`src/sv/wav_header_and_interleave_packer_core_defines.svh`:
```
// assertion macros shared by the wav packer rtl
// no dependencies; taken in by the files that carry checks
`ifndef WAV_HEADER_AND_INTERLEAVE_PACKER_CORE_DEFINES_SVH
`define WAV_HEADER_AND_INTERLEAVE_PACKER_CORE_DEFINES_SVH

// same-cycle implication, ignored while reset is high
`define WHIP_ASSERT_NOW(name, clk, rst, ante, cons) \
   name: assert property (@(posedge clk) disable iff (rst) (ante) |-> (cons)) \
      else $error("whip check failed");

// next-cycle implication, ignored while reset is high
`define WHIP_ASSERT_NEXT(name, clk, rst, ante, cons) \
   name: assert property (@(posedge clk) disable iff (rst) (ante) |=> (cons)) \
      else $error("whip check failed");

`endif

```
`src/sv/whip_pkg.sv`:
```
// types, constants and header byte functions for the wav packer
// no dependencies; used by the top level, csr, queue, front and back files
package whip_pkg;

   localparam int QUEUE_DEPTH = 2;
   localparam int QUEUE_PTR_W = (QUEUE_DEPTH > 1) ? $clog2(QUEUE_DEPTH) : 1;
   localparam int QUEUE_CNT_W = $clog2(QUEUE_DEPTH + 1);

   localparam int CSR_ADDR_W = 5;

   localparam logic [5:0] HDR_LAST = 6'd43;

   localparam logic [2:0]  SB_RESET   = 3'd2;
   localparam logic [1:0]  EN_RESET   = 2'd3;
   localparam logic [29:0] SPC_RESET  = 30'd0;
   localparam logic [31:0] RATE_RESET = 32'd44100;

   localparam logic [15:0] FMT_PCM     = 16'h0001;
   localparam logic [15:0] FMT_FLOAT   = 16'h0003;
   localparam logic [31:0] FMT_CHUNK   = 32'd16;
   localparam logic [31:0] RIFF_BASE   = 32'd36;

   // tags, first character in the top byte
   localparam logic [31:0] TAG_RIFF = 32'h52494646;
   localparam logic [31:0] TAG_WAVE = 32'h57415645;
   localparam logic [31:0] TAG_FMT  = 32'h666d7420;
   localparam logic [31:0] TAG_DATA = 32'h64617461;

   typedef enum logic [2:0] {
      REG_SAMPLE_BYTES = 3'd0,
      REG_CHANNEL_EN   = 3'd1,
      REG_SAMPLES      = 3'd2,
      REG_SAMPLE_RATE  = 3'd3,
      REG_BIG_ENDIAN   = 3'd4
   } csr_index_type;

   typedef struct packed {
      logic [2:0] sample_bytes;
      logic [1:0] channel_enable;
   } cfg_type;

   typedef struct packed {
      logic [31:0] riff_size;
      logic [15:0] fmt;
      logic [15:0] channels;
      logic [31:0] rate;
      logic [31:0] byte_rate;
      logic [15:0] align;
      logic [15:0] bits;
      logic [31:0] data_size;
      logic        big;
   } hdr_fields_type;

   typedef struct packed {
      logic        hdr;
      logic        has_a;
      logic        has_b;
      logic [1:0]  last_idx;
      logic [31:0] sample_a;
      logic [31:0] sample_b;
   } job_type;

   function automatic logic [7:0] tag_byte(logic [31:0] t, logic [1:0] k);
      logic [1:0] pos;
      pos = 2'd3 - k;
      return t[{pos, 3'b000} +: 8];
   endfunction

   function automatic logic [7:0] int4_byte(logic [31:0] v, logic [1:0] k, logic big);
      logic [1:0] pos;
      pos = big ? (2'd3 - k) : k;
      return v[{pos, 3'b000} +: 8];
   endfunction

   function automatic logic [7:0] int2_byte(logic [15:0] v, logic k, logic big);
      logic pos;
      pos = big ? ~k : k;
      return v[{pos, 3'b000} +: 8];
   endfunction

   function automatic logic [7:0] hdr_byte(logic [5:0] idx, hdr_fields_type f);
      logic [7:0] b;
      if (idx < 6'd4)       b = tag_byte(TAG_RIFF, idx[1:0]);
      else if (idx < 6'd8)  b = int4_byte(f.riff_size, idx[1:0], f.big);
      else if (idx < 6'd12) b = tag_byte(TAG_WAVE, idx[1:0]);
      else if (idx < 6'd16) b = tag_byte(TAG_FMT, idx[1:0]);
      else if (idx < 6'd20) b = int4_byte(FMT_CHUNK, idx[1:0], f.big);
      else if (idx < 6'd22) b = int2_byte(f.fmt, idx[0], f.big);
      else if (idx < 6'd24) b = int2_byte(f.channels, idx[0], f.big);
      else if (idx < 6'd28) b = int4_byte(f.rate, idx[1:0], f.big);
      else if (idx < 6'd32) b = int4_byte(f.byte_rate, idx[1:0], f.big);
      else if (idx < 6'd34) b = int2_byte(f.align, idx[0], f.big);
      else if (idx < 6'd36) b = int2_byte(f.bits, idx[0], f.big);
      else if (idx < 6'd40) b = tag_byte(TAG_DATA, idx[1:0]);
      else                  b = int4_byte(f.data_size, idx[1:0], f.big);
      return b;
   endfunction

endpackage

```
`src/sv/whip_req_if.sv`:
```
// input channel of the wav packer: valid/ready plus command and sample pair
// no dependencies
interface whip_req_if;
   logic        valid;
   logic        ready;
   logic        command;
   logic [31:0] sample_a;
   logic [31:0] sample_b;

   modport source (output valid, command, sample_a, sample_b, input ready);
   modport sink   (input valid, command, sample_a, sample_b, output ready);
endinterface

```
`src/sv/whip_rsp_if.sv`:
```
// result channel of the wav packer: one stream byte per beat
// no dependencies
interface whip_rsp_if;
   logic       valid;
   logic       ready;
   logic [7:0] out_byte;
   logic       is_header;
   logic       last;

   modport source (output valid, out_byte, is_header, last, input ready);
   modport sink   (input valid, out_byte, is_header, last, output ready);
endinterface

```
`src/sv/wav_header_and_interleave_packer_core.sv`:
```
// top level of the wav riff stream packer
// depends on whip_pkg, whip_req_if, whip_rsp_if, whip_csr, whip_front, whip_queue, whip_back
//
//   channel   kind        handshake                 payload
//   req_if    beat in     valid/ready               command, sample_a, sample_b
//   rsp_if    beat out    valid/ready               out_byte, is_header, last
//   csr_*     apb slave   psel/penable, pready = 1  5 registers at byte address 4*i
//
// an item that produces n output beats passes the back part in order: it first takes
// the job from the queue, then sends one byte per cycle, while the output is not
// stalled, through the single byte-wide output register (n is 44 for the header plus up to 8
// sample bytes). a rearm beat or a beat with nothing to send queues no job.
// reset is synchronous: header due, queue empty, registers at their defaults.
// the two-entry job queue lets the input keep accepting while the output stalls.
module wav_header_and_interleave_packer_core (
   input  logic                            clock,
   input  logic                            reset,
   whip_req_if.sink                        req_if,
   whip_rsp_if.source                      rsp_if,
   input  logic                            csr_psel,
   input  logic                            csr_penable,
   input  logic                            csr_pwrite,
   input  logic [whip_pkg::CSR_ADDR_W-1:0] csr_paddr,
   input  logic [31:0]                     csr_pwdata,
   output logic [31:0]                     csr_prdata,
   output logic                            csr_pready
);

   // live configuration and the registered header fields derived from it
   whip_pkg::cfg_type        cfg;
   whip_pkg::hdr_fields_type hdr_fields;

   // front to queue
   logic              q_push;
   logic              q_full;
   whip_pkg::job_type q_job;

   // queue to back
   logic              q_pop;
   logic              q_empty;
   whip_pkg::job_type q_head;

   // header arithmetic is one register behind the config registers; the first
   // header integer is read only after its job has left the queue and the riff tag bytes are loaded
   whip_csr u_csr (
      .clock       (clock),
      .reset       (reset),
      .csr_psel    (csr_psel),
      .csr_penable (csr_penable),
      .csr_pwrite  (csr_pwrite),
      .csr_paddr   (csr_paddr),
      .csr_pwdata  (csr_pwdata),
      .csr_prdata  (csr_prdata),
      .csr_pready  (csr_pready),
      .cfg         (cfg),
      .hdr_fields  (hdr_fields)
   );

   // classify beats: rearm, sample pair with header and/or data, or nothing
   whip_front u_front (
      .clock  (clock),
      .reset  (reset),
      .req_if (req_if),
      .cfg    (cfg),
      .q_full (q_full),
      .q_push (q_push),
      .q_job  (q_job)
   );

   // decouples acceptance from byte emission
   whip_queue u_queue (
      .clock    (clock),
      .reset    (reset),
      .push     (q_push),
      .push_job (q_job),
      .full     (q_full),
      .pop      (q_pop),
      .head_job (q_head),
      .empty    (q_empty)
   );

   // byte sequencer: header, then channel a, then channel b
   whip_back u_back (
      .clock      (clock),
      .reset      (reset),
      .q_empty    (q_empty),
      .q_head     (q_head),
      .q_pop      (q_pop),
      .hdr_fields (hdr_fields),
      .rsp_if     (rsp_if)
   );

endmodule

```
`src/sv/whip_csr.sv`:
```
// apb register file and registered header field arithmetic
// depends on whip_pkg
module whip_csr (
   input  logic                            clock,
   input  logic                            reset,
   input  logic                            csr_psel,
   input  logic                            csr_penable,
   input  logic                            csr_pwrite,
   input  logic [whip_pkg::CSR_ADDR_W-1:0] csr_paddr,
   input  logic [31:0]                     csr_pwdata,
   output logic [31:0]                     csr_prdata,
   output logic                            csr_pready,
   output whip_pkg::cfg_type               cfg,
   output whip_pkg::hdr_fields_type        hdr_fields
);

   logic [2:0]  sample_bytes_ff;
   logic [1:0]  channel_enable_ff;
   logic [29:0] samples_ff;
   logic [31:0] rate_ff;
   logic        big_ff;

   whip_pkg::csr_index_type     reg_idx;
   logic                        wr_en;
   logic [1:0]                  chan_cnt;
   logic [3:0]                  chan_bytes;
   logic [31:0]                 data_size;
   whip_pkg::hdr_fields_type    hdr_in;
   whip_pkg::hdr_fields_type    hdr_ff;

   assign reg_idx    = whip_pkg::csr_index_type'(csr_paddr[4:2]);
   assign wr_en      = csr_psel && csr_penable && csr_pwrite;
   assign csr_pready = 1'b1;

   always_ff @(posedge clock) begin
      if (reset) begin
         sample_bytes_ff   <= whip_pkg::SB_RESET;
         channel_enable_ff <= whip_pkg::EN_RESET;
         samples_ff        <= whip_pkg::SPC_RESET;
         rate_ff           <= whip_pkg::RATE_RESET;
         big_ff            <= 1'b0;
      end else if (wr_en) begin
         case (reg_idx)
            whip_pkg::REG_SAMPLE_BYTES: sample_bytes_ff   <= csr_pwdata[2:0];
            whip_pkg::REG_CHANNEL_EN:   channel_enable_ff <= csr_pwdata[1:0];
            whip_pkg::REG_SAMPLES:      samples_ff        <= csr_pwdata[29:0];
            whip_pkg::REG_SAMPLE_RATE:  rate_ff           <= csr_pwdata;
            whip_pkg::REG_BIG_ENDIAN:   big_ff            <= csr_pwdata[0];
            default: ;
         endcase
      end
   end

   always_comb begin
      case (reg_idx)
         whip_pkg::REG_SAMPLE_BYTES: csr_prdata = {29'd0, sample_bytes_ff};
         whip_pkg::REG_CHANNEL_EN:   csr_prdata = {30'd0, channel_enable_ff};
         whip_pkg::REG_SAMPLES:      csr_prdata = {2'd0, samples_ff};
         whip_pkg::REG_SAMPLE_RATE:  csr_prdata = rate_ff;
         whip_pkg::REG_BIG_ENDIAN:   csr_prdata = {31'd0, big_ff};
         default:                    csr_prdata = 32'd0;
      endcase
   end

   // channels times bytes per sample fits four bits (at most 2 * 7)
   assign chan_cnt   = {1'b0, channel_enable_ff[0]} + {1'b0, channel_enable_ff[1]};
   assign chan_bytes = 4'(chan_cnt * sample_bytes_ff);
   assign data_size  = 32'({2'd0, samples_ff} * chan_bytes);

   always_comb begin
      hdr_in.riff_size = whip_pkg::RIFF_BASE + data_size;
      hdr_in.fmt       = (sample_bytes_ff == 3'd4) ? whip_pkg::FMT_FLOAT : whip_pkg::FMT_PCM;
      hdr_in.channels  = {14'd0, chan_cnt};
      hdr_in.rate      = rate_ff;
      hdr_in.byte_rate = 32'(rate_ff * chan_bytes);
      hdr_in.align     = {12'd0, chan_bytes};
      hdr_in.bits      = {10'd0, sample_bytes_ff, 3'b000};
      hdr_in.data_size = data_size;
      hdr_in.big       = big_ff;
   end

   always_ff @(posedge clock) begin
      hdr_ff <= hdr_in;
   end

   assign cfg.sample_bytes   = sample_bytes_ff;
   assign cfg.channel_enable = channel_enable_ff;
   assign hdr_fields         = hdr_ff;

endmodule

```
`src/sv/whip_queue.sv`:
```
// short job queue between the front and back parts
// depends on whip_pkg
module whip_queue (
   input  logic              clock,
   input  logic              reset,
   input  logic              push,
   input  whip_pkg::job_type push_job,
   output logic              full,
   input  logic              pop,
   output whip_pkg::job_type head_job,
   output logic              empty
);

   whip_pkg::job_type                   slot_ff [whip_pkg::QUEUE_DEPTH];
   logic [whip_pkg::QUEUE_PTR_W-1:0]    wr_ptr_ff, wr_ptr_in;
   logic [whip_pkg::QUEUE_PTR_W-1:0]    rd_ptr_ff, rd_ptr_in;
   logic [whip_pkg::QUEUE_CNT_W-1:0]    count_ff, count_in;

   localparam logic [whip_pkg::QUEUE_PTR_W-1:0] PTR_LAST =
      whip_pkg::QUEUE_PTR_W'(whip_pkg::QUEUE_DEPTH - 1);
   localparam logic [whip_pkg::QUEUE_CNT_W-1:0] CNT_FULL =
      whip_pkg::QUEUE_CNT_W'(whip_pkg::QUEUE_DEPTH);

   assign full     = (count_ff == CNT_FULL);
   assign empty    = (count_ff == '0);
   assign head_job = slot_ff[rd_ptr_ff];

   always_comb begin
      wr_ptr_in = wr_ptr_ff;
      rd_ptr_in = rd_ptr_ff;
      count_in  = count_ff;
      if (push) begin
         wr_ptr_in = (wr_ptr_ff == PTR_LAST) ? '0 : wr_ptr_ff + 1'b1;
      end
      if (pop) begin
         rd_ptr_in = (rd_ptr_ff == PTR_LAST) ? '0 : rd_ptr_ff + 1'b1;
      end
      if (push && !pop) begin
         count_in = count_ff + 1'b1;
      end else if (pop && !push) begin
         count_in = count_ff - 1'b1;
      end
   end

   always_ff @(posedge clock) begin
      if (reset) begin
         wr_ptr_ff <= '0;
         rd_ptr_ff <= '0;
         count_ff  <= '0;
      end else begin
         wr_ptr_ff <= wr_ptr_in;
         rd_ptr_ff <= rd_ptr_in;
         count_ff  <= count_in;
      end
   end

   always_ff @(posedge clock) begin
      if (push) begin
         slot_ff[wr_ptr_ff] <= push_job;
      end
   end

`include "wav_header_and_interleave_packer_core_defines.svh"

   `WHIP_ASSERT_NOW(a_no_push_full, clock, reset, full, !push || pop)
   `WHIP_ASSERT_NOW(a_no_pop_empty, clock, reset, empty, !pop)
   `WHIP_ASSERT_NEXT(a_count_up, clock, reset, push && !pop, count_ff == $past(count_ff) + 1'b1)

endmodule

```
`src/sv/whip_front.sv`:
```
// front part: accepts beats, tracks the pending header, queues jobs
// depends on whip_pkg, whip_req_if
module whip_front (
   input  logic              clock,
   input  logic              reset,
   whip_req_if.sink          req_if,
   input  whip_pkg::cfg_type cfg,
   input  logic              q_full,
   output logic              q_push,
   output whip_pkg::job_type q_job
);

   logic header_pending_ff, header_pending_in;
   logic accept;
   logic data_ok;

   assign req_if.ready = !q_full;
   assign accept       = req_if.valid && req_if.ready;

   assign data_ok = (cfg.sample_bytes == 3'd1) || (cfg.sample_bytes == 3'd2) ||
                    (cfg.sample_bytes == 3'd4);

   always_comb begin
      q_job.hdr      = header_pending_ff;
      q_job.has_a    = data_ok && cfg.channel_enable[0];
      q_job.has_b    = data_ok && cfg.channel_enable[1];
      q_job.last_idx = cfg.sample_bytes[1:0] - 2'd1;
      q_job.sample_a = req_if.sample_a;
      q_job.sample_b = req_if.sample_b;
   end

   // a sample beat with nothing to send queues nothing
   assign q_push = accept && !req_if.command && (q_job.hdr || q_job.has_a || q_job.has_b);

   always_comb begin
      header_pending_in = header_pending_ff;
      if (accept) begin
         if (req_if.command) begin
            header_pending_in = 1'b1;
         end else begin
            header_pending_in = 1'b0;
         end
      end
   end

   always_ff @(posedge clock) begin
      if (reset) begin
         header_pending_ff <= 1'b1;
      end else begin
         header_pending_ff <= header_pending_in;
      end
   end

endmodule

```
`src/sv/whip_back.sv`:
```
// back part: sequences header and sample bytes into the output register
// depends on whip_pkg, whip_rsp_if
module whip_back (
   input  logic                     clock,
   input  logic                     reset,
   input  logic                     q_empty,
   input  whip_pkg::job_type        q_head,
   output logic                     q_pop,
   input  whip_pkg::hdr_fields_type hdr_fields,
   whip_rsp_if.source               rsp_if
);

   typedef enum logic [1:0] {
      ST_IDLE,
      ST_HDR,
      ST_CHA,
      ST_CHB
   } state_type;

   state_type         state_ff, state_in;
   state_type         after_end;
   whip_pkg::job_type job_ff;
   logic [5:0]        idx_ff, idx_in;
   logic              rsp_valid_ff, rsp_valid_in;
   logic [7:0]        byte_ff, byte_in;
   logic              is_header_ff, is_header_in;
   logic              last_ff, last_in;
   logic              load;
   logic              at_end;
   logic [7:0]        cur_byte;

   assign q_pop = (state_ff == ST_IDLE) && !q_empty;
   assign load  = (state_ff != ST_IDLE) && (!rsp_valid_ff || rsp_if.ready);

   always_comb begin
      case (state_ff)
         ST_HDR: begin
            cur_byte  = whip_pkg::hdr_byte(idx_ff, hdr_fields);
            at_end    = (idx_ff == whip_pkg::HDR_LAST);
            after_end = job_ff.has_a ? ST_CHA : (job_ff.has_b ? ST_CHB : ST_IDLE);
         end
         ST_CHA: begin
            cur_byte  = job_ff.sample_a[{idx_ff[1:0], 3'b000} +: 8];
            at_end    = (idx_ff[1:0] == job_ff.last_idx);
            after_end = job_ff.has_b ? ST_CHB : ST_IDLE;
         end
         ST_CHB: begin
            cur_byte  = job_ff.sample_b[{idx_ff[1:0], 3'b000} +: 8];
            at_end    = (idx_ff[1:0] == job_ff.last_idx);
            after_end = ST_IDLE;
         end
         default: begin
            cur_byte  = 8'd0;
            at_end    = 1'b0;
            after_end = ST_IDLE;
         end
      endcase
   end

   always_comb begin
      state_in     = state_ff;
      idx_in       = idx_ff;
      rsp_valid_in = rsp_valid_ff && !rsp_if.ready;
      byte_in      = byte_ff;
      is_header_in = is_header_ff;
      last_in      = last_ff;
      if (q_pop) begin
         idx_in   = 6'd0;
         state_in = q_head.hdr ? ST_HDR : (q_head.has_a ? ST_CHA : ST_CHB);
      end else if (load) begin
         rsp_valid_in = 1'b1;
         byte_in      = cur_byte;
         is_header_in = (state_ff == ST_HDR);
         last_in      = at_end && (after_end == ST_IDLE);
         if (at_end) begin
            state_in = after_end;
            idx_in   = 6'd0;
         end else begin
            idx_in = idx_ff + 6'd1;
         end
      end
   end

   always_ff @(posedge clock) begin
      if (reset) begin
         state_ff     <= ST_IDLE;
         idx_ff       <= 6'd0;
         rsp_valid_ff <= 1'b0;
      end else begin
         state_ff     <= state_in;
         idx_ff       <= idx_in;
         rsp_valid_ff <= rsp_valid_in;
      end
      byte_ff      <= byte_in;
      is_header_ff <= is_header_in;
      last_ff      <= last_in;
   end

   always_ff @(posedge clock) begin
      if (q_pop) begin
         job_ff <= q_head;
      end
   end

   assign rsp_if.valid     = rsp_valid_ff;
   assign rsp_if.out_byte  = byte_ff;
   assign rsp_if.is_header = is_header_ff;
   assign rsp_if.last      = last_ff;

`include "wav_header_and_interleave_packer_core_defines.svh"

   `WHIP_ASSERT_NOW(a_idle_no_load, clock, reset, state_ff == ST_IDLE, !load)
   `WHIP_ASSERT_NEXT(a_last_ends_job, clock, reset, load && last_in, state_ff == ST_IDLE)

endmodule
```
`src/flat_wrapper.sv`:
```
// flat-port wrapper written by rule: the top's interface ports become plain ports
module wav_header_and_interleave_packer_core_flat 
  (clock, reset, csr_psel, csr_penable, csr_pwrite, csr_paddr, csr_pwdata, csr_prdata, csr_pready, req_if_valid, req_if_command, req_if_sample_a, req_if_sample_b, req_if_ready, rsp_if_valid, rsp_if_out_byte, rsp_if_is_header, rsp_if_last, rsp_if_ready);
  whip_req_if req_if_i ();
  whip_rsp_if rsp_if_i ();
  input  logic clock;
  input  logic reset;
  input  logic csr_psel;
  input  logic csr_penable;
  input  logic csr_pwrite;
  input  logic [whip_pkg::CSR_ADDR_W-1:0] csr_paddr;
  input  logic [31:0] csr_pwdata;
  output logic [31:0] csr_prdata;
  output logic csr_pready;
  input wire logic [$bits(req_if_i.valid)-1:0] req_if_valid;
  input wire logic [$bits(req_if_i.command)-1:0] req_if_command;
  input wire logic [$bits(req_if_i.sample_a)-1:0] req_if_sample_a;
  input wire logic [$bits(req_if_i.sample_b)-1:0] req_if_sample_b;
  output wire logic [$bits(req_if_i.ready)-1:0] req_if_ready;
  output wire logic [$bits(rsp_if_i.valid)-1:0] rsp_if_valid;
  output wire logic [$bits(rsp_if_i.out_byte)-1:0] rsp_if_out_byte;
  output wire logic [$bits(rsp_if_i.is_header)-1:0] rsp_if_is_header;
  output wire logic [$bits(rsp_if_i.last)-1:0] rsp_if_last;
  input wire logic [$bits(rsp_if_i.ready)-1:0] rsp_if_ready;
  assign req_if_i.valid = req_if_valid;
  assign req_if_i.command = req_if_command;
  assign req_if_i.sample_a = req_if_sample_a;
  assign req_if_i.sample_b = req_if_sample_b;
  assign req_if_ready = req_if_i.ready;
  assign rsp_if_valid = rsp_if_i.valid;
  assign rsp_if_out_byte = rsp_if_i.out_byte;
  assign rsp_if_is_header = rsp_if_i.is_header;
  assign rsp_if_last = rsp_if_i.last;
  assign rsp_if_i.ready = rsp_if_ready;
  wav_header_and_interleave_packer_core u_core (.clock(clock), .reset(reset), .req_if(req_if_i), .rsp_if(rsp_if_i), .csr_psel(csr_psel), .csr_penable(csr_penable), .csr_pwrite(csr_pwrite), .csr_paddr(csr_paddr), .csr_pwdata(csr_pwdata), .csr_prdata(csr_prdata), .csr_pready(csr_pready));
endmodule
```
`config.mk`:
```
export PLATFORM = sky130hd
export DESIGN_NAME = wav_header_and_interleave_packer_core_flat
export DESIGN_NICKNAME = d
export VERILOG_FILES = /design/src/sv/whip_pkg.sv /design/src/sv/whip_req_if.sv /design/src/sv/whip_rsp_if.sv /design/src/sv/wav_header_and_interleave_packer_core.sv /design/src/sv/whip_csr.sv /design/src/sv/whip_queue.sv /design/src/sv/whip_front.sv /design/src/sv/whip_back.sv /design/src/flat_wrapper.sv
export VERILOG_INCLUDE_DIRS = /design/src /design/src/sv
export SDC_FILE = /design/constraint.sdc
export NUM_CORES = 1
export LEC_CHECK = 0
export BUFFER_PORTS_ARGS = -buffer_cell sky130_fd_sc_hd__buf_2
export CAP_MARGIN = 0
export CORE_ASPECT_RATIO = 0.9
export CORE_MARGIN = 4
export CORE_UTILIZATION = 50
export DETAILED_ROUTE_END_ITERATION = 8
export GPL_TIMING_DRIVEN = 0
export PLACE_DENSITY = 0.68
export SYNTH_ARGS = -nofsm -noshare
export SYNTH_HDL_FRONTEND = slang
export SYNTH_SLANG_ARGS = --single-unit
```
`constraint.sdc`:
```
create_clock -name clock -period 11.3 [get_ports clock]
set_input_delay 1.695 -clock clock [delete_from_list [all_inputs] [get_ports clock]]
set_output_delay 1.695 -clock clock [all_outputs]
set_load 0.02 [all_outputs]
```
# Yosys cells after proc, flatten, opt, wreduce, memory -nomap -nowiden
# Memories as Yosys holds them, arrays and structs flattened. A register that Yosys moved wholly into a read port is not among the register bits.
# Index checks and enable logic that the tools add are counted.
# Widths: inputs -> output; s select.
totals:
  mem_count: 1
  output_inout_bits: 45
  ram_bits: 138
  ff_bits: 300
  rom_bits: 0
  wordCells: 164
  latch_bits: 0
mem_list:
  columns: ["name", "depth", "word_bits", "read_ports", "rd_ports_with_merged_regs", "write_ports", "line_no", "rtl"]
  rows:
  - ["u_core.u_queue.slot_ff", 2, 69, 1, 1, 1, "whip_queue.sv:14", "whip_pkg::job_type slot_ff [whip_pkg::QUEUE_DEPTH];"]
classes:
  mux: 38
  n_reduce_logical: 42
  div: 0
  n_addsub: 9
  magnitude_cmp: 12
  eq_ne: 13
  multipliers: 3
  shifts: 15
  bitwise: 2
op_table:
  columns: ["op", "count"]
  rows:
  - ["$shiftx 32x6->8", 6]
  - ["$pmux 32 s5", 1]
  - ["$shiftx 32x6->8 const A", 5]
  - ["$mux 8", 12]
  - ["$shiftx 16x5->8", 4]
  - ["$add 6x32->32 const A", 1]
  - ["$mul 30x4->32", 1]
  - ["$mul 32x4->32", 1]
  - ["$lt 6x5->1 const B", 5]
  - ["$lt 6x6->1 const B", 4]
  - ["$pmux 8 s3", 1]
  - ["$mux 2", 10]
  - ["$reduce_and 2->1", 7]
  - ["$logic_and 1x1->1", 13]
  - ["$lt 6x4->1 const B", 2]
  - ["$mux 1", 11]
  - ["$eq 3x2->1 const B", 3]
  - ["$reduce_bool 2->1", 4]
  - ["$logic_not 1->1", 7]
  - ["$add 6x1->6 const B", 1]
  - ["$eq 2x2->1 const B", 3]
  - ["$eq 3x1->1 const B", 2]
  - ["$eq 3x3->1 const B", 2]
  - ["$eq 6x6->1 const B", 1]
  - ["17 further kinds", 27]

# Depth between registers and ports, before layout
# Gate-level depths: netlist of the first run.
depth:
  ltp_word: 16
  ltp_mapped: 24
  mapped_depth_nobuf: 21

# By module
# From an unflattened synthesis of the first run, not the netlist that was laid out.
hier_totals:
  hier_cells: 2418
  hier_area_um2: 25618.3
by_module_without_submodules:
  columns: ["module", "area_each_um2", "seq_area_each_um2", "instances", "cells_per_inst"]
  rows:
  - ["whip_csr", 13947.1, 4103.9, 1, 1612]
  - ["whip_back", 5790.6, 2522.4, 1, 483]
  - ["whip_queue", 5226.3, 4244.1, 1, 237]
  - ["whip_front", 654.4, 20.0, 1, 86]

# Worst setup path after synthesis of the first run
# Ideal clock, no wire load.
synth_timing:
  path_kind: "register to register"
  from: "register u_core.u_csr.channel_enable_ff[0]"
  to: "register u_core.u_csr.hdr_ff, in the netlist u_core.u_csr.hdr_fields[191]"
  slack_ns: 5.042
  t_arrival_ns: 6.122
  required_ns: 11.164
  path_buffers: 3
  stages_incl_launch_ff: 24
  synth_period_minus_slack_ns: 6.258
  cell_sequence: "dfxtp_1 > ha_1 > clkbuf_1 > and2_1 > ha_1 > fa_1 > xnor2_1 > clkbuf_1 > clkbuf_1 > nand2_1 > fa_1 > inv_1 > fa_1 > fa_1 > a21o_1 > a2111oi_4 > nor3_2 > o21ai_1 > o21a_1 > xnor2_2 > and4_4 > nand2_2 > nor4b_2 > xnor2_1"
synth_rtl:
  columns: ["item", "line_no", "rtl"]
  rows:
  - ["from (decl)", "whip_csr.sv:18", "logic [1:0] channel_enable_ff;"]
  - ["from (signal assigned)", "whip_csr.sv:38", "channel_enable_ff <= whip_pkg::EN_RESET;"]
  - ["from (signal assigned)", "whip_csr.sv:45", "whip_pkg::REG_CHANNEL_EN: channel_enable_ff <= csr_pwdata[1:0];"]
  - ["to (signal assigned)", "whip_csr.sv:83", "hdr_ff <= hdr_in;"]
  - ["to (decl)", "whip_csr.sv:29", "whip_pkg::hdr_fields_type hdr_ff;"]

==> impl_metrics.csv, run 1 <==
group,metric,value,unit
outcome,outcome,"complete, no violations",
placement,portBuffers,148,
die,core,46730,um^2
finish,final_area,26920,um^2
detailed_routing,drtPass1Iterations,5,
finish,syn_to_final_growth,13.46,%
sta,rsz0062_at_grt,"false",
synth,yosys.area.top_type,"edfxtp_1",
worst_setup_path,worstPathCellList,"ha_1 -> clkbuf_1 -> and2_1 -> ha_1 -> fa_1 -> xnor2_1 -> clkbuf_1 -> clkbuf_1 -> nand2_1 -> fa_1 -> inv_1 -> fa_1 -> fa_1 -> a21o_1 -> a2111oi_4 -> nor3_2 -> o21ai_1 -> o21a_1 -> xnor2_2 -> and4_4 -> nand2_2 -> nor3_1 -> xor2_1",
detailed_routing,drt_wl_total,64850,um
sta,hold_viol_final,0,
synth,synth.ff_latch_count,436,
power_and_ir_drop,internal-power,3.059,mW
finish,seqCellArea,10890,um^2
finish,final_cell_mix,"nand2_1 (329), dfxtp_1 (220), edfxtp_1 (216)",
worst_setup_path,regToRegSetupSlack,3.09,ns
worst_setup_path,cp.required,11.79,ns
synth,yosysSeqAreaShare,45.90,%
grt,grt_max_degree,71,
worst_setup_path,path_class,"reg -> reg",
power_and_ir_drop,swShare,28.04,%
power_and_ir_drop,ir_drop,0.0001402,V
synth,synth_edf_count,216,
sta,maxSlewViolCount,0,
clock_network,htree_levels,2,
worst_setup_path,ff2ff_path_depth,23,
clock_network,clkSinkCount,436,
sta,finalSetupViolCount,0,
detailed_routing,ant_nets,0,
power_and_ir_drop,p_leak,11.06,nW
clock_network,cts_tree,"built",
synth,synth_area,23730,um^2
placement,place_area,25350,um^2
power_and_ir_drop,p_clk_share,36.3,%
detailed_routing,route.vias.total,17405,
worst_setup_path,critPathMaxStageDelay,0.66,ns
clock_network,post_cts_resized,0,
sta,post-route-period-util,72.64,%
power_and_ir_drop,total_power,4.252,mW
finish,drive_gt1_share,15.98,%
clock_network,insertion_delay,0.60,ns
synth,synth.avg_cell_area,10.89,um^2
worst_setup_path,crit_path_end_kind,"register",
clock_network,hold_buffers,0,
power_and_ir_drop,seqPwrFrac,45.9,%
hold_path,hold_path.class,"reg -> reg",
finish,nNetsFinal,2684,
clock_network,cts_made_buffers,46,
sta,fin_crit,8.208,ns
clock_network,cts_setup_buffers,0,
power_and_ir_drop,powerDensity,157.9,nW/um^2
die,rows,75,
finish,multi_input_area,11800,um^2
power_and_ir_drop,combPwrFrac,17.8,%
synth,async_reset_ff_share,0,%
synth,yosys-top-cells-area,"edfxtp_1 (27%), dfxtp_1 (19%), fa_1 (9.6%), nand2_1 (5.2%), ha_1 (4.4%)",
synth,ys.flop_type,"dfxtp_1",
synth,synth_top_area_share,27.34,%
sta,hold_slack,0.4154,ns
grt,antenna_found_initial,1,
die,ios,154,
worst_setup_path,r2r-end,"u_core.u_csr.hdr_fields[189]",
hold_path,whs_path_depth,0,
sta,fin_tns_setup,0,ns
detailed_routing,avgRoutedWirePerCell,21.38,um
worst_setup_path,r2r-start,"u_core.u_csr.channel_enable_ff[0]",
grt,track_usage,25.06,%
detailed_routing,routed_via_density,5.737,
die,fp.dieArea,51010,um^2
grt,grt_pass1_wl,99970,um
die,start_util,50.77,%
grt,grt_overflow_total,0,
worst_setup_path,cp_max_fo,10,
synth,synthesis.nets,2484,
worst_setup_path,crit_family,"adder cells",
sta,tightest_slew,0.9413,ns
worst_setup_path,crit_arrival,8.69,ns
synth,synthDistinctLibCells,89,
worst_setup_path,slowest_stage,"clkbuf_1",
flow_run,cap_violations,0,
detailed_routing,drc,0,
synth,yosys_warnings,0,
placement,post-dp-hpwl,49140,um
clock_network,cts-root-buf,"clkbuf_16",
sta,fin_skew,0.04777,ns
die,die_w,237.6,um
finish,fin_util,57.60,%
grt,grt_pass1_vias,17355,
detailed_routing,drt_iter0_markers,1664,
hold_path,min_to,"u_core.u_csr.hdr_fields[36]",
clock_network,cts.clk_slew.worst_paths,0.06,ns
clock_network,clock_path_buffers,3,
hold_path,hold_start,"u_core.u_csr.sample_bytes_ff[0]",
die,die_h,214.7,um
worst_setup_path,cp-start-kind,"register",
finish,final_common_cell,"nand2_1",
placement,globalplace.congestion,0.9343,
worst_setup_path,timing.critical_path.buf_inv,4,
worst_setup_path,cp_common_cell,"fa_1",
power_and_ir_drop,switchingPower,1.192,mW
sta,relSlewSlack,36.67,%
synth,synthCells,2178,
sta,fmax,121.8,MHz
finish,final.fill_count,3947,
[state kept, by name, indices dropped and copies added, names as in the netlist, 2 cells and up, named ones only]
name,count
u_core.u_queue.slot_ff,138
u_core.u_csr.hdr_fields,137
u_core.u_back.job_ff,68
u_core.u_csr.rate_ff,32
u_core.u_csr.samples_ff,30
u_core.u_back.rsp_if.out_byte,8
u_core.u_back.idx_ff,6
u_core.u_csr.sample_bytes_ff,3
u_core.u_back.state_ff,2
u_core.u_csr.channel_enable_ff,2
u_core.u_queue.count_ff,2
[power by group through the flow]
| stage | logic, mW | registers [mW] | clock network [mW] |
|---|---|---|---|
| 2_1_floorplan | 0.470 | 1.99 | 0 |
| 3_3_place_gp | 0.714 | 2.00 | 0 |
| 3_5_place_dp | 0.755 | 1.98 | 0 |
| 4_1_cts | 0.759 | 1.95 | 1.56 |
| 5_1_grt | 0.817 | 1.97 | 1.63 |
| 6_report | 0.756 | 1.95 | 1.54 |
[worst reg2reg max path: stages, from the launching register on]
cell and delay (ns):
dfxtp_1 0.49, ha_1 0.42, clkbuf_1 0.30, and2_1 0.24
ha_1 0.19, fa_1 0.38, xnor2_1 0.52, clkbuf_1 0.53
clkbuf_1 0.66, nand2_1 0.18, fa_1 0.56, inv_1 0.06
fa_1 0.53, fa_1 0.47, a21o_1 0.24, a2111oi_4 0.43
nor3_2 0.14, o21ai_1 0.36, o21a_1 0.27, xnor2_2 0.21
and4_4 0.32, nand2_2 0.09, nor3_1 0.34, xor2_1 0.19
[worst max path at each step]
stage                     cells after the start                            to                              start  slack (ns)
final                                        23  u_core.u_csr.hdr_fields[189]  u_core.u_csr.channel_enable_ff[0]        3.09
after detailed placement                     23  u_core.u_csr.hdr_fields[189]  u_core.u_csr.channel_enable_ff[0]        3.37
after global placement                       23  u_core.u_csr.hdr_fields[189]  u_core.u_csr.channel_enable_ff[0]        3.36
after floorplan                              23  u_core.u_csr.hdr_fields[191]  u_core.u_csr.channel_enable_ff[0]        5.04
after CTS                                    23  u_core.u_csr.hdr_fields[189]  u_core.u_csr.channel_enable_ff[0]        3.30
after global routing                         23  u_core.u_csr.hdr_fields[192]  u_core.u_csr.channel_enable_ff[0]        2.73
[layout make-up]
cell class	count	share of cell area (%)
multi-input combinational	1463	43.82
sequential	436	40.46
clock buffer	60	4.773
timing repair buffer	152	3.105
tap	616	2.863
inverter	177	2.477
buffer	102	1.464
clock inverter	26	1.027
antenna	2	0.01859
[cells in the mapped netlist, types with 29 or more instances]
cell type  count
nand2_1      329
dfxtp_1      220
edfxtp_1     216
inv_1        174
a21oi_1      140
fa_1         114
clkbuf_1      90
and2_1        89
nor2_1        87
ha_1          83
mux2_2        80
xnor2_1       58
and3_1        52
o21ai_0       41
mux4_2        40
xor2_1        31
a22o_1        29
[per-stage QoR]
step           worst slack [ns]  cells
2_1_floorplan             5.042   2178
3_3_place_gp              3.361   2942
3_5_place_dp              3.367   2946
4_1_cts                   3.302   3032
5_1_grt                   2.732   3032
6_report                  3.092   3034
[routing by layer]
layer	wire length (um)	GRT usage, %	vias to the layer above
met2	30030	39.39	669
met5	0	0	-
met3	5137	4.990	111
met1	27930	35.52	8670
li1	-	-	7955
met4	1752	7.472	0
[kinds of logic after synthesis]
group,after synthesis,synth area share (%)
simple gates,681,13.74
compound gates,357,10.14
mux,134,8.184
flops,436,45.90
other cells,1,0.01581
fa+ha+maj,197,14.00
buf+inv,279,4.461
xor+xnor,93,3.560
(Power assumes the default switching activity.)
==> run 2, diff against run 1 <==
==> constraint.sdc (replaced) <==
create_clock -name clock -period 7.6 [get_ports clock]
set_input_delay 1.14 -clock clock [delete_from_list [all_inputs] [get_ports clock]]
set_output_delay 1.14 -clock clock [all_outputs]
set_load 0.02 [all_outputs]
==> impl_metrics.csv, run 2 (synthesis results as in run 1) <==
group,metric,value,unit
outcome,outcome,"complete, no violations",
flow_run,cap_violations,0,
finish,syn_to_final_growth,13.56,%
sta,hold_viol_final,0,
detailed_routing,drc,0,
finish,final_common_cell,"nand2_1",
sta,fin_ws,0.4277,ns
worst_setup_path,crit_path_end_kind,"register",
finish,largest_reg_flops,138,
die,fp.dieArea,51010,um^2
finish,regMostFlops,"u_core.u_queue.slot_ff",
placement,post-dp-hpwl,49140,um
worst_setup_path,cp_max_fo,18,
finish,nNetsFinal,2683,
die,rows,75,
sta,post-route-period-util,94.37,%
die,core,46730,um^2
clock_network,clock_path_buffers,3,
die,start_util,50.77,%
sta,fmax,139.4,MHz
grt,grt_max_degree,71,
detailed_routing,route.vias.total,17396,
detailed_routing,drtPass1Iterations,7,
sta,rsz0062_at_grt,"false",
detailed_routing,drt_wl_total,65000,um
die,die_w,237.6,um
clock_network,clkSinkCount,436,
placement,globalplace.congestion,0.9343,
sta,fin_crit,7.172,ns
detailed_routing,ant_nets,0,
clock_network,cts.clk_slew.worst_paths,0.06,ns
clock_network,htree_levels,2,
sta,fin_skew,0.04228,ns
worst_setup_path,crit_arrival,7.66,ns
detailed_routing,avgRoutedWirePerCell,21.44,um
die,die_h,214.7,um
sta,hold_slack,0.4121,ns
detailed_routing,drt_iter0_markers,1619,
placement,place_area,25350,um^2
power_and_ir_drop,p_leak,11.08,nW
clock_network,cts_tree,"built",
sta,finalSetupViolCount,0,
grt,grt_overflow_total,0,
placement,pre_cts_ws,-0.3326,ns
worst_setup_path,cp-start-kind,"register",
finish,drive_gt1_share,16.23,%
worst_setup_path,cp.required,8.09,ns
power_and_ir_drop,powerDensity,234.7,nW/um^2
grt,grt_pass1_vias,17341,
finish,diodes,0,
grt,grt_pass1_wl,100000,um
finish,final_cell_mix,"nand2_1 (329), dfxtp_1 (220), edfxtp_1 (216)",
sta,tightest_slew,0.9515,ns
clock_network,cts-root-buf,"clkbuf_16",
grt,antenna_found_initial,1,
detailed_routing,routed_via_density,5.739,
sta,relSlewSlack,35.98,%
grt,track_usage,25.07,%
sta,maxSlewViolCount,0,
clock_network,cts_made_buffers,46,
die,ios,154,
clock_network,insertion_delay,0.60,ns
placement,portBuffers,148,
hold_path,hold_path.class,"reg -> reg",
finish,final.fill_count,3942,
finish,final_area,26940,um^2
worst_setup_path,path_class,"reg -> reg",
power_and_ir_drop,ir_drop,0.0002081,V
[run 2: changes by cell type in the layout (fill, tap and decap cells not counted)]
cell,delta
clkbuf_1,-5
fa_1,-1
xnor2_1,-1
buf_2,+1
clkbuf_4,+3
fa_2,+1
xnor2_4,+1
diode_2,-2
[run 2: metal layers]
| metal | GRT usage, % | share of wire, % | vias up |
|---|---|---|---|
| met5 | 0 | 0 | - |
| met4 | 7.356 | 2.6 | 0 |
| met3 | 4.900 | 7.9 | 109 |
| met2 | 39.46 | 46 | 678 |
| met1 | 35.58 | 43 | 8664 |
| li1 | - | - | 7945 |
[run 2: power breakdown]
part / switching, mW / internal, mW
combinational: 0.702 / 0.422
clock: 0.979 / 1.32
sequential: 0.0927 / 2.81
[run 2: final cells by class]
type | count | area, um^2 | share of cell area (%)
plain buffers | 101 | 402.9 | 1.495
clock buffers | 60 | 1285 | 4.769
clock inverters | 26 | 276.5 | 1.026
inverters | 177 | 666.9 | 2.475
multi-input cells | 1463 | 11820 | 43.85
flip-flops and latches | 436 | 10890 | 40.42
well taps | 616 | 770.7 | 2.860
repair buffers | 152 | 835.8 | 3.102
[run 2: final timing paths]
path | from | slack [ns] | endpoint | cells after the start
worst min register to register | u_core.u_csr.sample_bytes_ff[0] | 0.41 | u_core.u_csr.hdr_fields[36] | 0
worst max register to register | u_core.u_csr.channel_enable_ff[0] | 0.43 | u_core.u_csr.hdr_fields[93] | 19
worst min-delay path | u_core.u_csr.sample_bytes_ff[0] | 0.41 | u_core.u_csr.hdr_fields[36] | 0
worst max-delay path | u_core.u_csr.channel_enable_ff[0] | 0.43 | u_core.u_csr.hdr_fields[93] | 19
[run 2: critical path, cell delays in order, from the launching register on]
cell and delay [ns]:
dfxtp_1 0.47, ha_1 0.52, and2_1 0.29, ha_1 0.19, fa_2 0.67, clkbuf_1 0.52
nand2_1 0.18, fa_1 0.51, fa_1 0.54, inv_1 0.07, fa_1 0.45, a21o_1 0.18
a21oi_1 0.26, o21bai_1 0.13, a211oi_1 0.47, o22ai_1 0.26, a2111oi_2 0.56, o311ai_1 0.23
o31a_1 0.31, a21oi_1 0.24
[run 2: repair_timing]
action | CTS | global route
resized for setup | 3 | 12
endpoints found under the setup margin | 14 | 20
hold buffers | 0 | 0
pin swaps | 0 | 0
setup buffers | 0 | 0
[run 2: per-stage QoR]
step / std cells / util [%] / setup TNS (ns) / power (mW)
after detailed placement: 2946 / 54.25 / -1.939 / 4.073
final: 3031 / 57.66 / 0 / 6.324
after CTS: 3032 / 57.60 / 0 / 6.360
after global placement: 2942 / 54.01 / -2.726 / 4.036
after floorplan: 2178 / - / 0 / 3.659
after global routing: 3031 / 57.66 / 0 / 6.566
